### src/geo_pkg.sv
// Shared types, widths and state encodings for the gated Euclidean odometer.
package geo_pkg;

  localparam int unsigned PosW   = 24;                   // Q15.8 position / depth
  localparam int unsigned DiffW  = PosW + 1;             // signed difference
  localparam int unsigned RadW   = 2 * DiffW;            // sum of two squares
  localparam int unsigned RootW  = RadW / 2;             // root bits
  localparam int unsigned RemW   = RootW + 2;            // partial remainder
  localparam int unsigned CntW   = $clog2(RootW);        // root step counter
  localparam int unsigned SumW   = 40;                   // Q32.8 total

  typedef enum logic [2:0] {
    ST_IDLE,
    ST_DIFF,
    ST_SQX,
    ST_SQY,
    ST_ADD,
    ST_ROOT,
    ST_ACC,
    ST_OUT
  } geo_state_e;

  // Commands from controller to datapath.
  typedef struct packed {
    logic set_ref;    // take reference from the input ports
    logic load_cur;   // capture the input position
    logic diff;       // form dx, dy and move the reference
    logic sq_x;       // square dx
    logic sq_y;       // square dy
    logic root_init;  // add squares, clear the root unit
    logic root_step;  // one root digit
    logic acc;        // saturating add into the total
    logic emit;       // load the output register
  } geo_cmd_t;

  // Status from datapath to controller.
  typedef struct packed {
    logic gate;       // input depth above threshold
    logic root_last;  // final root digit in this cycle
  } geo_sts_t;

endpackage

### src/geo_ctrl.sv
// Controller state machine: pending flags, reference flag, sequencing and output valid.
module geo_ctrl (
  input  logic            clk_i,
  input  logic            rst_ni,
  input  logic            in_valid_i,
  input  logic            x_fresh_i,
  input  logic            y_fresh_i,
  output logic            in_ready_o,
  output logic            out_valid_o,
  input  logic            out_ready_i,
  input  geo_pkg::geo_sts_t sts_i,
  output geo_pkg::geo_cmd_t cmd_o
);
  import geo_pkg::*;

  geo_state_e state_q, state_d;
  logic       x_pend_q, x_pend_d;
  logic       y_pend_q, y_pend_d;
  logic       have_ref_q, have_ref_d;
  logic       out_valid_q, out_valid_d;
  logic       xp, yp;

  always_ff @(posedge clk_i or negedge rst_ni) begin
    if (!rst_ni) begin
      state_q     <= ST_IDLE;
      x_pend_q    <= 1'b0;
      y_pend_q    <= 1'b0;
      have_ref_q  <= 1'b0;
      out_valid_q <= 1'b0;
    end else begin
      state_q     <= state_d;
      x_pend_q    <= x_pend_d;
      y_pend_q    <= y_pend_d;
      have_ref_q  <= have_ref_d;
      out_valid_q <= out_valid_d;
    end
  end

  always_comb begin
    state_d     = state_q;
    x_pend_d    = x_pend_q;
    y_pend_d    = y_pend_q;
    have_ref_d  = have_ref_q;
    out_valid_d = out_valid_q;
    cmd_o       = '0;
    in_ready_o  = 1'b0;
    xp          = x_pend_q | x_fresh_i;
    yp          = y_pend_q | y_fresh_i;

    // Drop the output once taken.
    if (out_valid_q && out_ready_i) begin
      out_valid_d = 1'b0;
    end

    case (state_q)
      ST_IDLE: begin
        in_ready_o = 1'b1;
        if (in_valid_i) begin
          if (xp && yp) begin
            x_pend_d = 1'b0;
            y_pend_d = 1'b0;
            if (!have_ref_q) begin
              cmd_o.set_ref = 1'b1;
              have_ref_d    = 1'b1;
            end else if (sts_i.gate) begin
              cmd_o.load_cur = 1'b1;
              state_d        = ST_DIFF;
            end else begin
              cmd_o.set_ref = 1'b1;
              state_d       = ST_OUT;
            end
          end else begin
            x_pend_d = xp;
            y_pend_d = yp;
          end
        end
      end
      ST_DIFF: begin
        cmd_o.diff = 1'b1;
        state_d    = ST_SQX;
      end
      ST_SQX: begin
        cmd_o.sq_x = 1'b1;
        state_d    = ST_SQY;
      end
      ST_SQY: begin
        cmd_o.sq_y = 1'b1;
        state_d    = ST_ADD;
      end
      ST_ADD: begin
        cmd_o.root_init = 1'b1;
        state_d         = ST_ROOT;
      end
      ST_ROOT: begin
        cmd_o.root_step = 1'b1;
        if (sts_i.root_last) begin
          state_d = ST_ACC;
        end
      end
      ST_ACC: begin
        cmd_o.acc = 1'b1;
        state_d   = ST_OUT;
      end
      ST_OUT: begin
        // Hold until the output register is free.
        if (!out_valid_q || out_ready_i) begin
          cmd_o.emit  = 1'b1;
          out_valid_d = 1'b1;
          state_d     = ST_IDLE;
        end
      end
      default: begin
        state_d = ST_IDLE;
      end
    endcase
  end

  assign out_valid_o = out_valid_q;

endmodule

### src/geo_dpath.sv
// Datapath: threshold, reference, squares, bit-serial root, saturating total.
module geo_dpath (
  input  logic                          clk_i,
  input  logic                          rst_ni,
  input  logic                          cfg_we_i,
  input  logic signed [geo_pkg::PosW-1:0] cfg_thr_i,
  input  logic signed [geo_pkg::PosW-1:0] pos_x_i,
  input  logic signed [geo_pkg::PosW-1:0] pos_y_i,
  input  logic signed [geo_pkg::PosW-1:0] depth_i,
  input  geo_pkg::geo_cmd_t             cmd_i,
  output geo_pkg::geo_sts_t             sts_o,
  output logic [geo_pkg::SumW-1:0]      total_distance_o
);
  import geo_pkg::*;

  logic signed [PosW-1:0]  thr_q;
  logic signed [PosW-1:0]  last_x_q, last_y_q;
  logic signed [PosW-1:0]  cur_x_q, cur_y_q;
  logic signed [DiffW-1:0] dx_q, dy_q;
  logic signed [DiffW-1:0] mul_a;
  logic signed [RadW-1:0]  mul_p;
  logic [RadW-1:0]         sq_q, prod_q;
  logic [RadW-1:0]         rad_q;
  logic [RemW-1:0]         rem_q, rem_sh, trial;
  logic [RootW-1:0]        root_q;
  logic [CntW-1:0]         cnt_q;
  logic                    ge;
  logic [SumW-1:0]         sum_q, out_q;
  logic [SumW:0]           sum_ext;

  // One shared multiplier for both squares.
  assign mul_a = cmd_i.sq_y ? dy_q : dx_q;
  assign mul_p = mul_a * mul_a;

  // Root digit: shift in two radicand bits, try subtracting 4*root+1.
  assign rem_sh = {rem_q[RemW-3:0], rad_q[RadW-1 -: 2]};
  assign trial  = {root_q, 2'b01};
  assign ge     = rem_sh >= trial;

  assign sum_ext = {1'b0, sum_q} + {{(SumW + 1 - RootW){1'b0}}, root_q};

  assign sts_o.gate      = depth_i > thr_q;
  assign sts_o.root_last = cnt_q == CntW'(RootW - 1);

  always_ff @(posedge clk_i or negedge rst_ni) begin
    if (!rst_ni) begin
      thr_q    <= '0;
      last_x_q <= '0;
      last_y_q <= '0;
      sum_q    <= '0;
    end else begin
      if (cfg_we_i) begin
        thr_q <= cfg_thr_i;
      end
      if (cmd_i.set_ref) begin
        last_x_q <= pos_x_i;
        last_y_q <= pos_y_i;
      end else if (cmd_i.diff) begin
        last_x_q <= cur_x_q;
        last_y_q <= cur_y_q;
      end
      if (cmd_i.acc) begin
        sum_q <= sum_ext[SumW] ? '1 : sum_ext[SumW-1:0];
      end
    end
  end

  always_ff @(posedge clk_i) begin
    if (cmd_i.load_cur) begin
      cur_x_q <= pos_x_i;
      cur_y_q <= pos_y_i;
    end
    if (cmd_i.diff) begin
      dx_q <= DiffW'(cur_x_q) - DiffW'(last_x_q);
      dy_q <= DiffW'(cur_y_q) - DiffW'(last_y_q);
    end
    if (cmd_i.sq_x) begin
      sq_q <= mul_p;
    end
    if (cmd_i.sq_y) begin
      prod_q <= mul_p;
    end
    if (cmd_i.root_init) begin
      rad_q  <= sq_q + prod_q;
      rem_q  <= '0;
      root_q <= '0;
      cnt_q  <= '0;
    end else if (cmd_i.root_step) begin
      rad_q  <= {rad_q[RadW-3:0], 2'b00};
      rem_q  <= ge ? rem_sh - trial : rem_sh;
      root_q <= {root_q[RootW-2:0], ge};
      cnt_q  <= cnt_q + 1'b1;
    end
    if (cmd_i.emit) begin
      out_q <= sum_q;
    end
  end

  assign total_distance_o = out_q;

endmodule

### src/gated_euclidean_odometer.sv
// Top level of the depth-gated Euclidean odometer.
//
//   channel | direction | handshake                 | payload
//   --------+-----------+---------------------------+----------------------------------
//   cfg     | in        | cfg_valid_i / cfg_ready_o | cfg_depth_threshold_i (s24)
//   in      | in        | in_valid_i / in_ready_o   | pos_x_i, pos_y_i, depth_i (s24),
//           |           |                           | x_fresh_i, y_fresh_i
//   out     | out       | out_valid_o / out_ready_i | total_distance_o (u40, Q32.8)
//
// A tick that emits nothing leaves the controller idle and the next tick may follow
// at once. A tick that emits with depth at or below threshold moves the reference and
// goes straight to the output. A tick that adds distance runs difference, two squarings
// on one shared multiplier, add, the 25-step bit-serial root unit and accumulate.
// Reset clears the threshold, reference, pending flags and total; no clearing pass.
// The finished total sits in an output register, so a new tick is taken while it
// waits; a stalled output holds the controller only when the next total is ready.
module gated_euclidean_odometer (
  input  logic                            clk_i,
  input  logic                            rst_ni,
  // configuration write
  input  logic                            cfg_valid_i,
  output logic                            cfg_ready_o,
  input  logic signed [geo_pkg::PosW-1:0] cfg_depth_threshold_i,
  // tick input
  input  logic                            in_valid_i,
  output logic                            in_ready_o,
  input  logic signed [geo_pkg::PosW-1:0] pos_x_i,
  input  logic signed [geo_pkg::PosW-1:0] pos_y_i,
  input  logic signed [geo_pkg::PosW-1:0] depth_i,
  input  logic                            x_fresh_i,
  input  logic                            y_fresh_i,
  // total output
  output logic                            out_valid_o,
  input  logic                            out_ready_i,
  output logic [geo_pkg::SumW-1:0]        total_distance_o
);
  import geo_pkg::*;

  geo_cmd_t cmd;
  geo_sts_t sts;

  // Config must be written only while idle; the block does not enforce it, so always take the transaction.
  assign cfg_ready_o = 1'b1;

  // Sequence each tick: latch flags, set reference or run the distance update.
  geo_ctrl u_ctrl (
    .clk_i      (clk_i),
    .rst_ni     (rst_ni),
    .in_valid_i (in_valid_i),
    .x_fresh_i  (x_fresh_i),
    .y_fresh_i  (y_fresh_i),
    .in_ready_o (in_ready_o),
    .out_valid_o(out_valid_o),
    .out_ready_i(out_ready_i),
    .sts_i      (sts),
    .cmd_o      (cmd)
  );

  // Hold positions, compute the step length and advance the total.
  geo_dpath u_dpath (
    .clk_i           (clk_i),
    .rst_ni          (rst_ni),
    .cfg_we_i        (cfg_valid_i),
    .cfg_thr_i       (cfg_depth_threshold_i),
    .pos_x_i         (pos_x_i),
    .pos_y_i         (pos_y_i),
    .depth_i         (depth_i),
    .cmd_i           (cmd),
    .sts_o           (sts),
    .total_distance_o(total_distance_o)
  );

endmodule

### config.mk
export PLATFORM = sky130hd
export DESIGN_NAME = gated_euclidean_odometer
export DESIGN_NICKNAME = d
export VERILOG_FILES = /design/src/geo_pkg.sv /design/src/geo_ctrl.sv /design/src/geo_dpath.sv /design/src/gated_euclidean_odometer.sv
export SDC_FILE = /design/constraint.sdc
export NUM_CORES = 2
export LEC_CHECK = 0
export BUFFER_PORTS_ARGS = -buffer_cell sky130_fd_sc_hd__buf_2
export CAP_MARGIN = 20
export CELL_PAD_IN_SITES_DETAIL_PLACEMENT = 1
export CELL_PAD_IN_SITES_GLOBAL_PLACEMENT = 1
export CORE_MARGIN = 4
export CORE_UTILIZATION = 25
export DETAILED_ROUTE_END_ITERATION = 10
export PLACE_DENSITY_LB_ADDON = 0.25
export SYNTH_ARGS = -nofsm -noshare
export SYNTH_HDL_FRONTEND = slang
export SYNTH_SLANG_ARGS = --single-unit
### constraint.sdc
create_clock -name clk_i -period 12.5 [get_ports clk_i]
set_input_delay 0.625 -clock clk_i [delete_from_list [all_inputs] [get_ports clk_i]]
set_output_delay 0.625 -clock clk_i [all_outputs]
set_load 0.005 [all_outputs]
==> metrics.md <==
| Metric | Value |
|---|---|
| Outcome | finished clean |
| Worst Path Max Fanout | 43 |
| PnR worst setup slack | 2.35 ns |
| Placed Instances | 6,838 |
| Fin cells | 6,943 |
| All-layer global routing usage | 0.140 |
| Final WL | 129,000 µm |
| Fin. max-slew vios | 0 |
| Top-area cell type share of the netlist area | 0.275 |
| Grt ovf | 0 |
| Largest net degree at the start of global routing | 90 |
| Largest cells by area after synthesis | fa_1 27%, edfxtp_1 19%, ha_1 9.0% |
| CP required | 12.91 ns |
| Via count | 30,906 |
| Area delta synth->final | 12.3% |
| CTS max path bufs | 3 |
| Post-Synth Adder-Cell Area | 0.365 |
| Main combinational cell family by area after synthesis | adder cells |
| Final routed DRC violation total | 0 |
| Multiplexer area fraction after synthesis | 0.00690 |
| Compound-Gate Fraction of Synth Area | 0.115 |
| Synth warn | 0 |
| GPL Wtd Cong | 0.822 |
| CP max-delay cell | inv_1 |
| Die Area | 185,000 µm² |
| Vias in the first global route | 34,732 |
| Hpwl dp | 101,000 µm |
| Synth Cell Area | 44,400 µm² |
| Clock tree sinks | 460 |
| Pre-CTS WS | 2.26 ns |
| Die Height | 430 µm |
| Most frequent CP cell | fa_1 |
| Crit-path max cell delay | 0.96 ns |
| Slew headroom | 0.280 |
| Wire per inst | 18.5 µm |
| CTS buffer count | 55 |
| Top cell type by total area after synthesis | fa_1 |
| CTS H-Tree Depth | 2 |
| Antenna-violating nets left | 0 |
| Clock Skews | 0.0563 ns |
| CP arrival | 10.57 ns |
| Worst-path clk slew | 0.06 ns |
| # diodes | 0 |
| Final Hold Viols | 0 |
| Die W | 430 µm |
| Vias per cell | 4.45 |
| Share of layout cells above drive strength 1 | 0.0726 |
| Worst Hold Class | in2reg |
| RSZ-0062 raised after global routing | no |
| First-pass GRT wire length | 205,000 µm |
| Clock Root Buffer | clkbuf_16 |
| I/O Pins | 146 |
| Rows | 154 |
| Fin Setup TNS | 0 ns |
| Final setup violation count | 0 |
| Setup CP Type | reg2reg |
| Post-synth net total | 5,478 |
| Syn Area/Cell | 10.0 µm² |
| Clk Latency, worst-skew pair | 0.68 ns |
| Core ar. | 176,000 µm² |
| Slew @ Worst Pin | 1.08 ns |
| Number of cells produced by synthesis | 4,445 |
| Prevailing post-synth register cell | edfxtp_1 |
| Synth cell types | 95 |
| DR iter-0 viols | 1,428 |
| Post-Synth Simple-Gate Area | 0.107 |
| Seq/Total Area, Yosys | 0.285 |
| Xor and xnor fraction of the mapped netlist area | 0.0349 |
| Worst Setup End Kind | register |
| Fmax | 0.0985 GHz |
| #FFs+latches synth | 460 |
| Fillers | 20,170 |
| Initial Util | 0.252 |
| Async set or reset register ratio after synthesis | 0.259 |
| Layout Nets | 5,592 |
| Max_cap viols | 0 |
| Input/output buffers | 144 |
| DR pass1 iterations | 7 |
| Number of synthesized flops with an enable pin | 286 |
| Final Cycle Share | 0.812 |
| Initial antenna violation count | 0 |
| Crit start category | register |
| CTS tree | done |
| Tmin final | 10.15 ns |
-- final cells by class --
cell class,count,area (µm²),share of cell area
Sequential cell,460,12700,0.254
Clock inverter,30,394,0.00790
Timing Repair Buffer,192,1140,0.0228
Clock buffer,71,1490,0.0298
Inverter,873,3280,0.0657
Multi-Input combinational cell,2977,28000,0.561
Tap cell,2340,2930,0.0587
-- cell families (layout without fill, tap and decap cells) --
kind of cell    count (synthesis)  in the layout
xor+xnor                      177            177
simple gates                 1066           1066
flops                         460            460
other cells                     1              1
fa+ha+maj                     930            930
compound gates                773            773
buf+inv                      1008           1166
mux                            30             30
-- what timing repair did --
action                    in CTS  in global routing
setup buffers                  0                  0
hold buffers                   1                  0
gates resized for setup        0                  0
hold endpoints to repair       2                  0
-- flip-flops by register name, summed over array words and instances (netlist names), 24 cells and up --
signal and flops:
u_dpath.rad_q 50, u_dpath.sum_q 40, u_dpath.cur_x_q 24, u_dpath.last_y_q 24, u_dpath.total_distance_o 40, u_dpath.cur_y_q 24
u_dpath.dx_q 25, u_dpath.sq_q 49, u_dpath.dy_q 25, u_dpath.prod_q 49, u_dpath.last_x_q 24, u_dpath.root_q 25
u_dpath.thr_q 24, u_dpath.rem_q 25
-- worst max-delay path: cells and delay by family (launching register included) --
| kind | cells | cell delay (ns) |
|---|---|---|
| adder cells (fa/ha/maj) | 8 | 4.04 |
| buffers and inverters | 9 | 2.23 |
| AO/OA/AOI/OAI | 7 | 1.92 |
| AND/OR/NAND/NOR | 5 | 1.19 |
| flip-flops | 1 | 0.38 |
| XOR/XNOR | 1 | 0.15 |
-- per-layer routing --
layer	global-route usage	share of wire
met3	0.0196	0.035
met1	0.193	0.47
met4	0.0288	0.019
met2	0.236	0.47
met5	0	0
-- through the flow --
step	instance area [µm²]	hold WS (ns)	util
floorplan	44400	0.329	-
global placement	47900	0.460	0.271
detailed placement	47900	0.464	0.272
CTS	49800	0.0730	0.282
global route	49900	0.110	0.283
finish	49900	0.151	0.283
-- synthesized netlist by cell type, types with 22 or more instances --
| library cell | number |
|---|---|
| nor3_1 | 38 |
| and2_1 | 50 |
| nand2_1 | 425 |
| clkbuf_1 | 103 |
| edfxtp_1 | 286 |
| nor2b_1 | 40 |
| xor2_1 | 53 |
| a21oi_1 | 184 |
| o22a_1 | 24 |
| dfxtp_1 | 55 |
| nand3_1 | 101 |
| o21ai_0 | 192 |
| and3_1 | 25 |
| a221o_1 | 36 |
| nand4_1 | 22 |
| dfrtp_1 | 119 |
| xnor2_1 | 124 |
| a21o_1 | 104 |
| ha_1 | 320 |
| a31oi_1 | 31 |
| nand2b_1 | 26 |
| fa_1 | 610 |
| inv_1 | 866 |
| nor2_1 | 297 |
| mux2i_1 | 25 |
| o21a_1 | 38 |
-- placed cells by master, fill, tap and decap left out, types with 12 or more instances in the layout --
master / count
nor3_1: 38
o21ai_0: 192
mux2i_1: 20
fa_1: 610
nor2_1: 295
buf_4: 43
dfxtp_1: 55
o21bai_1: 18
o22a_1: 24
nand2b_1: 26
edfxtp_1: 286
nand4_1: 22
and3_1: 25
nand2_1: 424
a31oi_1: 31
clkbuf_1: 12
o21a_1: 38
nor2b_1: 39
or3_1: 12
clkbuf_16: 56
a21o_1: 104
nand3_1: 101
buf_2: 143
dfrtp_1: 118
xnor2_1: 124
a21oi_1: 184
inv_1: 865
ha_1: 320
a221o_1: 36
and2_1: 49
xor2_1: 53
o211ai_1: 15
-- path summary, 6_finish.rpt --
check,start,endpoint,slack [ns],cells after the start
setup / recovery,u_ctrl.state_q[0],u_dpath.sq_q[49],2.35,30
hold / removal,cfg_depth_threshold_i[2],u_dpath.thr_q[2],0.15,3
setup reg to reg,u_ctrl.state_q[0],u_dpath.sq_q[49],2.35,30
hold reg to reg,u_dpath.cnt_q[4],u_dpath.cnt_q[4],0.48,2
max in group asynchronous,rst_ni,u_dpath.sum_q[33],10.67,3
min in group asynchronous,rst_ni,u_dpath.last_y_q[1],0.61,2
Power is left out: the tool's default activity adds up to more than one toggle a clock period on the data nets, which glitch-free logic cannot reach.
